===== config.mk =====
export PLATFORM = sky130hd
export DESIGN_NAME = peer_session_table
export DESIGN_NICKNAME = d
export VERILOG_FILES = /design/src/rtl/pst_pkg.sv /design/src/rtl/pst_ctrl.sv /design/src/rtl/pst_datapath.sv /design/src/rtl/peer_session_table.sv
export SDC_FILE = /design/constraint.sdc
export NUM_CORES = 2
export LEC_CHECK = 0
export BUFFER_PORTS_ARGS = -buffer_cell sky130_fd_sc_hd__buf_2
export CORE_ASPECT_RATIO = 2
export CORE_UTILIZATION = 50
export CTS_CLUSTER_DIAMETER = 120
export DETAILED_ROUTE_END_ITERATION = 10
export GPL_ROUTABILITY_DRIVEN = 1
export GPL_TIMING_DRIVEN = 1
export PLACE_DENSITY = 0.68
export RECOVER_POWER = 50
export SLEW_MARGIN = 25
export SYNTH_ARGS = -nofsm -noshare
export SYNTH_HDL_FRONTEND = slang
export SYNTH_SLANG_ARGS = --single-unit

===== constraint.sdc =====
create_clock -name clk -period 10.9 [get_ports clk]
set_clock_uncertainty 0.1 [all_clocks]
set_input_delay 0 -clock clk [delete_from_list [all_inputs] [get_ports clk]]
set_output_delay 0 -clock clk [all_outputs]
set_load 0.1 [all_outputs]

===== src/rtl/pst_pkg.sv =====
// ----------------------------------------------------------------------------
// pst_pkg
// shared types, constants and helpers of the peer session table
// ----------------------------------------------------------------------------
package pst_pkg;

	localparam int SLOT_COUNT = 16;
	localparam int SLOT_BITS  = 4;
	localparam int COUNT_BITS = $clog2(SLOT_COUNT + 1);
	localparam int ID_BITS    = 32;
	localparam int WORD_BITS  = 32;
	localparam int SEC_BITS   = 64;

	localparam logic [COUNT_BITS-1:0] LIMIT_RESET    = COUNT_BITS'(SLOT_COUNT);
	localparam logic [WORD_BITS-1:0]  RESERVED_RESET = '1;

	typedef enum logic [1:0] {
		CMD_CREATE   = 2'd0,
		CMD_FIND_KEY = 2'd1,
		CMD_FIND_ID  = 2'd2,
		CMD_FREE     = 2'd3
	} cmd_t;

	typedef enum logic [1:0] {
		STAT_OK         = 2'd0,
		STAT_FULL       = 2'd1,
		STAT_NOT_FOUND  = 2'd2,
		STAT_NOT_ACTIVE = 2'd3
	} status_t;

	typedef enum logic [0:0] {
		CFG_LIMIT    = 1'b0,
		CFG_RESERVED = 1'b1
	} cfg_idx_t;

	typedef enum logic [1:0] {
		S_IDLE,
		S_EVAL,
		S_ALLOC,
		S_DONE
	} state_t;

	// controller to datapath
	typedef struct packed {
		logic load_item;
		logic eval;
		logic alloc;
		logic load_out;
	} pst_cmd_t;

	// datapath to controller
	typedef struct packed {
		logic is_create;
		logic create_go;
		logic cand_ok;
	} pst_stat_t;

	function automatic logic [WORD_BITS-1:0] ext_id(input logic [ID_BITS-1:0] v);
		return WORD_BITS'(v);
	endfunction

endpackage


===== src/rtl/pst_ctrl.sv =====
// ----------------------------------------------------------------------------
// pst_ctrl
// command sequencer: accept, evaluate, id allocation loop, result hand-off
// ----------------------------------------------------------------------------
module pst_ctrl import pst_pkg::*; (
	input  logic      clk,
	input  logic      arst_n,
	input  logic      in_valid,
	output logic      in_ready,
	output logic      out_valid,
	input  logic      out_ready,
	input  pst_stat_t stat,
	output pst_cmd_t  cmd
);

	state_t state_q, state_d;
	logic   out_valid_q;
	logic   out_free;

	assign out_free  = !out_valid_q || out_ready;
	assign out_valid = out_valid_q;

	always_comb begin
		state_d = state_q;
		unique case (state_q)
			S_IDLE: begin
				if (in_valid) state_d = S_EVAL;
			end
			S_EVAL: begin
				if (stat.is_create && stat.create_go) state_d = S_ALLOC;
				else state_d = S_DONE;
			end
			S_ALLOC: begin
				if (stat.cand_ok) state_d = S_DONE;
			end
			S_DONE: begin
				if (out_free) state_d = S_IDLE;
			end
			default: state_d = S_IDLE;
		endcase
	end

	always_comb begin
		in_ready      = (state_q == S_IDLE);
		cmd.load_item = (state_q == S_IDLE) && in_valid;
		cmd.eval      = (state_q == S_EVAL);
		cmd.alloc     = (state_q == S_ALLOC);
		cmd.load_out  = (state_q == S_DONE) && out_free;
	end

	always_ff @(posedge clk or negedge arst_n) begin
		if (!arst_n) begin
			state_q     <= S_IDLE;
			out_valid_q <= 1'b0;
		end else begin
			state_q <= state_d;
			if (cmd.load_out) out_valid_q <= 1'b1;
			else if (out_ready) out_valid_q <= 1'b0;
		end
	end

endmodule


===== src/rtl/pst_datapath.sv =====
// ----------------------------------------------------------------------------
// pst_datapath
// slot storage, parallel match logic, id candidate counter and result regs
// ----------------------------------------------------------------------------
module pst_datapath import pst_pkg::*; (
	input  logic                   clk,
	input  logic                   arst_n,
	input  pst_cmd_t               cmd,
	output pst_stat_t              stat,
	input  logic                   cfg_we,
	input  logic [0:0]             cfg_index,
	input  logic [WORD_BITS-1:0]   cfg_data,
	input  logic [1:0]             in_cmd,
	input  logic [SLOT_BITS-1:0]   in_slot,
	input  logic [WORD_BITS-1:0]   in_lookup_id,
	input  logic [WORD_BITS-1:0]   in_sess,
	input  logic signed [SEC_BITS-1:0]  in_sec,
	input  logic signed [WORD_BITS-1:0] in_nsec,
	output logic [1:0]             out_status,
	output logic [SLOT_BITS-1:0]   out_slot,
	output logic [WORD_BITS-1:0]   out_id,
	output logic [COUNT_BITS-1:0]  out_count
);

	// configuration
	logic [COUNT_BITS-1:0] limit_q;
	logic [WORD_BITS-1:0]  reserved_q;

	// latched item
	cmd_t                        item_cmd_q;
	logic [SLOT_BITS-1:0]        item_slot_q;
	logic [WORD_BITS-1:0]        item_lid_q;
	logic [WORD_BITS-1:0]        item_sess_q;
	logic signed [SEC_BITS-1:0]  item_sec_q;
	logic signed [WORD_BITS-1:0] item_nsec_q;

	// slot table
	logic                        active_q  [SLOT_COUNT];
	logic [ID_BITS-1:0]          peer_id_q [SLOT_COUNT];
	logic [WORD_BITS-1:0]        sess_q    [SLOT_COUNT];
	logic signed [SEC_BITS-1:0]  sec_q     [SLOT_COUNT];
	logic signed [WORD_BITS-1:0] nsec_q    [SLOT_COUNT];

	logic [COUNT_BITS-1:0] active_total_q;
	logic [ID_BITS-1:0]    next_cand_q;
	logic [ID_BITS-1:0]    cand_q;

	// pending result
	status_t              res_status_q;
	logic [SLOT_BITS-1:0] res_slot_q;
	logic [ID_BITS-1:0]   res_id_q;

	// output beat
	status_t               out_status_q;
	logic [SLOT_BITS-1:0]  out_slot_q;
	logic [WORD_BITS-1:0]  out_id_q;
	logic [COUNT_BITS-1:0] out_count_q;

	logic                 free_found, key_hit, id_hit, in_use, cand_ok;
	logic [SLOT_BITS-1:0] free_idx, key_idx, id_idx;

	// lowest-index searches over all slots
	always_comb begin
		free_found = 1'b0;
		key_hit    = 1'b0;
		id_hit     = 1'b0;
		in_use     = 1'b0;
		free_idx   = '0;
		key_idx    = '0;
		id_idx     = '0;
		for (int i = SLOT_COUNT - 1; i >= 0; i--) begin
			if (!active_q[i]) begin
				free_found = 1'b1;
				free_idx   = SLOT_BITS'(i);
			end
			if (active_q[i] && sess_q[i] == item_sess_q && sec_q[i] == item_sec_q
					&& nsec_q[i] == item_nsec_q) begin
				key_hit = 1'b1;
				key_idx = SLOT_BITS'(i);
			end
			if (active_q[i] && ext_id(peer_id_q[i]) == item_lid_q) begin
				id_hit = 1'b1;
				id_idx = SLOT_BITS'(i);
			end
			if (active_q[i] && peer_id_q[i] == cand_q) in_use = 1'b1;
		end
	end

	assign cand_ok = (cand_q != '0) && (ext_id(cand_q) != reserved_q) && !in_use;

	assign stat.is_create = (item_cmd_q == CMD_CREATE);
	assign stat.create_go = (active_total_q < limit_q) && free_found;
	assign stat.cand_ok   = cand_ok;

	// control state: config, active bits, counters
	always_ff @(posedge clk or negedge arst_n) begin
		if (!arst_n) begin
			limit_q        <= LIMIT_RESET;
			reserved_q     <= RESERVED_RESET;
			active_total_q <= '0;
			next_cand_q    <= ID_BITS'(1);
			for (int i = 0; i < SLOT_COUNT; i++) active_q[i] <= 1'b0;
		end else begin
			if (cfg_we) begin
				unique case (cfg_idx_t'(cfg_index))
					CFG_LIMIT:    limit_q    <= cfg_data[COUNT_BITS-1:0];
					CFG_RESERVED: reserved_q <= cfg_data;
					default:      ;
				endcase
			end
			if (cmd.eval && item_cmd_q == CMD_FREE && active_q[item_slot_q]) begin
				active_q[item_slot_q] <= 1'b0;
				if (active_total_q != '0) active_total_q <= active_total_q - COUNT_BITS'(1);
			end
			if (cmd.alloc && cand_ok) begin
				active_q[free_idx] <= 1'b1;
				active_total_q     <= active_total_q + COUNT_BITS'(1);
				next_cand_q        <= cand_q + ID_BITS'(1);
			end
		end
	end

	// payload
	always_ff @(posedge clk) begin
		if (cmd.load_item) begin
			item_cmd_q  <= cmd_t'(in_cmd);
			item_slot_q <= in_slot;
			item_lid_q  <= in_lookup_id;
			item_sess_q <= in_sess;
			item_sec_q  <= in_sec;
			item_nsec_q <= in_nsec;
		end
		if (cmd.eval) begin
			res_status_q <= STAT_NOT_FOUND;
			res_slot_q   <= '0;
			res_id_q     <= '0;
			unique case (item_cmd_q)
				CMD_CREATE: begin
					cand_q <= next_cand_q;
					if (!stat.create_go) res_status_q <= STAT_FULL;
				end
				CMD_FIND_KEY: begin
					if (key_hit) begin
						res_status_q <= STAT_OK;
						res_slot_q   <= key_idx;
						res_id_q     <= peer_id_q[key_idx];
					end
				end
				CMD_FIND_ID: begin
					if (id_hit) begin
						res_status_q <= STAT_OK;
						res_slot_q   <= id_idx;
						res_id_q     <= peer_id_q[id_idx];
					end
				end
				CMD_FREE: begin
					res_status_q <= active_q[item_slot_q] ? STAT_OK : STAT_NOT_ACTIVE;
				end
				default: ;
			endcase
		end
		if (cmd.alloc) begin
			if (cand_ok) begin
				peer_id_q[free_idx] <= cand_q;
				sess_q[free_idx]    <= item_sess_q;
				sec_q[free_idx]     <= item_sec_q;
				nsec_q[free_idx]    <= item_nsec_q;
				res_status_q        <= STAT_OK;
				res_slot_q          <= free_idx;
				res_id_q            <= cand_q;
			end else begin
				cand_q <= cand_q + ID_BITS'(1);
			end
		end
		if (cmd.load_out) begin
			out_status_q <= res_status_q;
			out_slot_q   <= res_slot_q;
			out_id_q     <= ext_id(res_id_q);
			out_count_q  <= active_total_q;
		end
	end

	assign out_status = out_status_q;
	assign out_slot   = out_slot_q;
	assign out_id     = out_id_q;
	assign out_count  = out_count_q;

endmodule


===== src/rtl/peer_session_table.sv =====
// ----------------------------------------------------------------------------
// peer_session_table
// table of peer slots with session keys, id allocation, lookup and free
// ----------------------------------------------------------------------------
// usage:
//   input channel (in_valid/in_ready) carries one command beat: create,
//   find by session key, find by peer id or free slot. output channel
//   (out_valid/out_ready) returns exactly one result beat per command.
//   cfg_we writes the active-peer limit (index 0) or the reserved
//   broadcast id (index 1); the user must write only while the table is
//   idle, and the block itself does not enforce this. an accepted find or
//   free passes through the evaluate state to the done state, which loads
//   the output register once it is free; a create also passes through the
//   allocate state, which tries candidate ids and skips 0, the reserved
//   id, or an id held by an active slot. one command is in flight at a
//   time; the id candidate loop against all slots in parallel sets the
//   create time. in_ready rises again at the edge that moves the result into the output register.
//   reset clears all active bits, the active count and sets the next
//   candidate id to one; config returns to limit 16 and all-ones reserved.
//   a stalled output holds its beat; the next command may be accepted
//   meanwhile and waits in its final state until the output frees.
// ----------------------------------------------------------------------------
module peer_session_table import pst_pkg::*; (
	input  logic                 clk,
	input  logic                 arst_n,
	input  logic                 cfg_we,
	input  logic [0:0]           cfg_index,
	input  logic [31:0]          cfg_data,
	input  logic                 in_valid,
	output logic                 in_ready,
	input  logic [1:0]           cmd,
	input  logic [3:0]           slot_index,
	input  logic [31:0]          lookup_id,
	input  logic [31:0]          key_session,
	input  logic signed [63:0]   key_seconds,
	input  logic signed [31:0]   key_nanoseconds,
	output logic                 out_valid,
	input  logic                 out_ready,
	output logic [1:0]           status,
	output logic [3:0]           result_slot,
	output logic [31:0]          result_id,
	output logic [4:0]           active_count
);

	pst_cmd_t  ctl;
	pst_stat_t st;

	pst_ctrl u_ctrl (
		.clk       (clk),
		.arst_n    (arst_n),
		.in_valid  (in_valid),
		.in_ready  (in_ready),
		.out_valid (out_valid),
		.out_ready (out_ready),
		.stat      (st),
		.cmd       (ctl)
	);

	pst_datapath u_dp (
		.clk          (clk),
		.arst_n       (arst_n),
		.cmd          (ctl),
		.stat         (st),
		.cfg_we       (cfg_we),
		.cfg_index    (cfg_index),
		.cfg_data     (cfg_data),
		.in_cmd       (cmd),
		.in_slot      (slot_index),
		.in_lookup_id (lookup_id),
		.in_sess      (key_session),
		.in_sec       (key_seconds),
		.in_nsec      (key_nanoseconds),
		.out_status   (status),
		.out_slot     (result_slot),
		.out_id       (result_id),
		.out_count    (active_count)
	);

endmodule


==> results of run 1 <==
-- cells by family after synthesis --
group	count (synthesis)	share of synthesized area (%)
flops	2932	62.1
xor+xnor	2274	14.2
simple gates	2445	9.94
fa+ha+maj	19	0.175
buf+inv	827	2.80
compound gates	1315	7.14
mux	475	3.58
-- metrics by stage --
stage          worst slack, ns  instances  instance area (um2)
2_1_floorplan            0.301      10287               140000
3_3_place_gp            0.0607      14229               148000
3_5_place_dp              3.02      14242               149000
4_1_cts                   3.06      15173               162000
-- per-layer routing --
metal / overflow / GRT usage, %
met2: 2689 / 95.3
met5: 9 / 20.7
met4: 1453 / 77.9
met3: 33 / 56.7
met1: 10 / 75.5
==> out/results.txt, run 1 <==
Warnings, synthesis = 0
Setup Fix Bufs, Post-CTS = 0
flops & latches, synth = 2932
Post-synth ARST share = 3.17%
Run Error = [ERROR GRT-0116] Global routing finished with congestion. Check the congestion regions in the DRC Viewer.
num ports = 249
Longest Clk Path Bufs = 4
CTS H-tree lvls = 5
placer congestion estimate = 1.24
average cell area after synthesis = 13.6 um2
run status = aborted with a tool error
number of enable-type register cells in the synthesized netlist = 2769
die height = 750 um
global-route wire length before repair = 1500 mm
Hold Buf Count CTS = 432
Synth area leaders = edfxtp_1 (59%), xnor2_1 (8.4%), xor2_1 (5.9%), mux2i_1 (2.6%), nand2b_1 (2.5%)
via count of the first global-routing pass = 136173
number of buffers created by CTS = 278
last stage reached = global routing (5_1_grt)
commonest cells in the synthesized netlist = edfxtp_1 (2769), xnor2_1 (1339), xor2_1 (935)
synthesized netlist cell count = 10287
maximum number of pins on one net before global-route repair = 146
count leader, synth = edfxtp_1
Clk Tree Root Cell = clkbuf_16
fraction of the yosys area taken by sequential cells = 62.1%
initial core utilization = 50.3%
combined area of all synthesized cells = 0.140 mm2
Total Routing Usage GR = 75.9%
global route total overflow = 4194
Port Buffer Count = 248
Unique masters post-synth = 101
largest area contributor in the netlist = edfxtp_1
Yosys top cell area share = 59.4%
number of placement rows = 274
half-perimeter wire length of the detailed placement result = 615 mm
post-cts resize count = 0
total number of clock tree sinks = 2932
net count after synthesis = 10510
main flop type after synthesis = edfxtp_1
die span in x = 376 um
==> run 2: changes to the inputs <==
--- a/config.mk
+++ b/config.mk
@@ -6,13 +6,11 @@
 export NUM_CORES = 2
 export LEC_CHECK = 0
 export BUFFER_PORTS_ARGS = -buffer_cell sky130_fd_sc_hd__buf_2
-export CORE_ASPECT_RATIO = 2
-export CORE_UTILIZATION = 50
-export CTS_CLUSTER_DIAMETER = 120
+export CORE_UTILIZATION = 35
 export DETAILED_ROUTE_END_ITERATION = 10
 export GPL_ROUTABILITY_DRIVEN = 1
 export GPL_TIMING_DRIVEN = 1
-export PLACE_DENSITY = 0.68
+export PLACE_DENSITY_LB_ADDON = 0.15
 export RECOVER_POWER = 50
 export SLEW_MARGIN = 25
 export SYNTH_ARGS = -nofsm -noshare
==> constraint.sdc (replaced) <==
create_clock -name clk -period 14.17 [get_ports clk]
set_clock_uncertainty 0.1 [all_clocks]
set_input_delay 0 -clock clk [delete_from_list [all_inputs] [get_ports clk]]
set_output_delay 0 -clock clk [all_outputs]
set_load 0.1 [all_outputs]
==> run 2 against run 1 <==
Against the previous run:
- the flow now finishes, with violations (max-capacitance violations, max-slew violations)
- synthesized area stayed put
- synthesized cell count stayed put
==> out/results.txt, run 2 <==
placer congestion estimate = 1.04 (-16%)
worst hold slack = 0.0718 ns
arrival time of data at the critical path endpoint = 12.39 ns
nets@finish = 11522
initial core utilization = 35.3% (-15 points)
most used routing layer = met2
via count of the first global-routing pass = 99089
Longest Clk Path Bufs = 4 (unchanged)
post-detailed-route wirelength per cell = 50.6 um
register share of total power = 41.6%
sum of internal, switching and leakage power = 27.7 mW
total via count after detailed routing = 104809
maximum number of pins on one net before global-route repair = 148
final cycle utilization of the critical path = 82.2%
Global Route met3 Usage = 7.97%
final count of hold timing violations = 0
Yosys top cell area share = 59.4% (unchanged)
worst-path maximum fanout = 49
Achievable Freq = 0.0859 GHz
Clk Tree Root Cell = clkbuf_16
main flop type after synthesis = edfxtp_1
Max-cap violations = 223
final-layout setup total negative slack = 0 ns
proportion of layout cells with a drive suffix above 1 = 11.1%
run status = complete, but fails checks
Warnings, synthesis = 0 (unchanged)
Unique masters post-synth = 101 (unchanged)
commonest cells in the synthesized netlist = edfxtp_1 (2769), xnor2_1 (1339), xor2_1 (935)
worst supply voltage drop on vdd = 114 uV
count leader, synth = edfxtp_1
path class of the lowest-slack min-delay path = in2reg
area of placed instances = 0.150 mm2 (+1.0%)
Max Transition Viols Final = 4748
Starting DRT DRC Count = 15504
number of buffers created by CTS = 344 (+24%)
share of power burned in the clock network = 31.7%
part of the power in combinational logic = 26.7%
flops & latches, synth = 2932 (unchanged)
Detail Route Antenna Nets = 0
half-perimeter wire length of the detailed placement result = 597 mm (-3.0%)
met1 layer usage reported by global route = 47.1%
LEAKAGE = 52.2 nW
total instance count after detailed placement = 15765 (+11%)
kind of critical path = reg2reg
core outline area = 0.397 mm2
violated checks = max-capacitance violations, max-slew violations
area added between synthesis and finish = 17.3%
synthesized netlist cell count = 10287 (unchanged)
register clock-pin slew on the reported worst setup and hold paths = 0.06 ns
Slew Limit Headroom = -263%
Post-synth ARST share = 3.17% (unchanged)
endpoint kind of the worst setup timing path = register
CTS tree = built
Synth area leaders = edfxtp_1 (59%), xnor2_1 (8.4%), xor2_1 (5.9%), mux2i_1 (2.6%), nand2b_1 (2.5%)
combined area of all synthesized cells = 0.140 mm2 (unchanged)
most used cells in the layout excluding fill and tap cells = edfxtp_1 (2769), xnor2_1 (1330), xor2_1 (922)
final non-filler cell total = 16889
via count normalized by instance count = 6.21
slew at the pin closest to its max-slew limit = 5.45 ns
setup violators final = 0
number of enable-type register cells in the synthesized netlist = 2769 (unchanged)
net count after synthesis = 10510 (unchanged)
global-route wire length before repair = 1080 mm
switching part of the total = 37.4%
total length of routed wires = 854 mm
DRC Markers = 0
total number of clock tree sinks = 2932 (unchanged)
global route total overflow = 0
final std cell area, no fill = 0.164 mm2
RSZ-0062 raised after global routing = false
fraction of the yosys area taken by sequential cells = 62.1% (unchanged)
Setup Fix Bufs, Post-CTS = 0 (unchanged)
clock latency at the later pin of the worst-skew pair = 1.07 ns
most flop-heavy register = u_dp.sec_q
Req. time, crit path = 14.91 ns
die span in x = 634 um (+69%)
average cell area after synthesis = 13.6 um2 (unchanged)
most common library cell in the layout ignoring fill and taps = edfxtp_1
die outline area = 0.402 mm2
met2 track utilization from global routing = 66.2%
switching power total = 10.4 mW
Cell Int Power = 17.3 mW
flip-flop count of the largest register after layout = 1024
element type at the critical path start = register
die height = 634 um (-15%)
number of detailed-route iterations in the first pass = 7
number of fill cells = 36971
Power Density = 169 mW/mm2
CTS H-tree lvls = 5 (unchanged)
num ports = 249 (unchanged)
time the final worst path needs with I/O delays and setup = 11.64 ns
number of antenna violations at the first check in global routing = 118
Port Buffer Count = 248 (unchanged)
number of placement rows = 231 (-16%)
Total Routing Usage GR = 41.7%
largest area contributor in the netlist = edfxtp_1
-- run 2: cell counts after synthesis --
Identical to the previous run, type by type.
-- run 2: path summary, 6_finish.rpt --
| kind | start | end | slack, ns | cells past startpoint |
|---|---|---|---|---|
| setup / recovery | u_dp.item_nsec_q[14]$_DFFE_PP_ | u_dp.res_id_q[4]$_DFF_P_ | 2.53 | 14 |
| hold / removal | key_seconds[41] | u_dp.item_sec_q[41]$_DFFE_PP_ | 0.07 | 3 |
| setup reg to reg | u_dp.item_nsec_q[14]$_DFFE_PP_ | u_dp.res_id_q[4]$_DFF_P_ | 2.53 | 14 |
| hold reg to reg | u_dp.res_status_q[0]$_DFF_P_ | u_dp.out_status[0]$_DFFE_PP_ | 0.37 | 0 |
| min in group asynchronous | arst_n | u_dp.next_cand_q[28]$_DFFE_PN0P_ | 0.61 | 4 |
| max in group asynchronous | arst_n | u_dp.active_q[5]$_DFF_PN0_ | 9.57 | 4 |
-- run 2: logic make-up after synthesis --
| kind of cell | count (synthesis) | synth area share (%) |
|---|---|---|
| xor gates and xnor gates | 2274 | 14.2 |
| adders and majority gates | 19 | 0.175 |
| muxes | 475 | 3.58 |
| buffers and inverters | 827 | 2.80 |
| DFF | 2932 | 62.1 |
| AOI/OAI and AO/OA | 1315 | 7.14 |
| and+or+nand+nor | 2445 | 9.94 |
-- run 2: repair_timing --
item,in CTS,in global routing
hold endpoints to repair,320,0
resized for setup,0,0
hold buffers,429,0
-- run 2: metrics by stage --
| step | setup slack (ns) | utilization, % |
|---|---|---|
| global placement | 4.54 | 37.8 |
| finish | 2.53 | 41.3 |
| detailed placement | 6.08 | 37.9 |
| global route | 3.02 | 41.3 |
| CTS | 6.09 | 41.7 |
| floorplan | 3.57 | - |
-- run 2: final cells by class --
class	instances	area (um2)	share of cell area, %
Sequential cell	2932	86900	53.0
Multi-Input combinational cell	6528	49900	30.4
Clock buffer	449	9220	5.62
Timing Repair Buffer	1276	9070	5.53
Tap cell	5242	6560	4.00
Clock inverter	168	1390	0.850
Inverter	217	821	0.500
Antenna cell	77	193	0.117
-- run 2: power groups by stage --
stage,Combinational [mW],Sequential (mW),Clock [mW]
after floorplan,2.97,11.8,0
after global placement,7.15,11.6,0
after detailed placement,7.14,11.6,0
after CTS,7.26,11.5,8.84
after global routing,7.40,11.5,9.12
final,7.41,11.5,8.78
-- run 2: per-layer routing --
| metal | part of all wire (%) | up-vias |
|---|---|---|
| li1 | - | 40766 |
| met1 | 35 | 54196 |
| met2 | 46 | 7419 |
| met3 | 8.2 | 2400 |
| met4 | 12 | 28 |
| met5 | 0.020 | - |
-- run 2: worst max-delay path, stage by stage, from the launching register on --
cell and delay, ns:
edfxtp_1 0.33, clkbuf_1 2.80, inv_1 1.95, a2111o_1 0.72
nor4_1 0.72, nand4_1 0.17, nor4_1 0.99, nand2_1 0.57
nand2_1 0.50, a21o_4 0.63, buf_4 0.80, mux2i_1 0.28
mux2i_1 0.12, o211ai_1 0.24, o21ai_1 0.13
No activity file was read; power rests on OpenSTA's default activity.
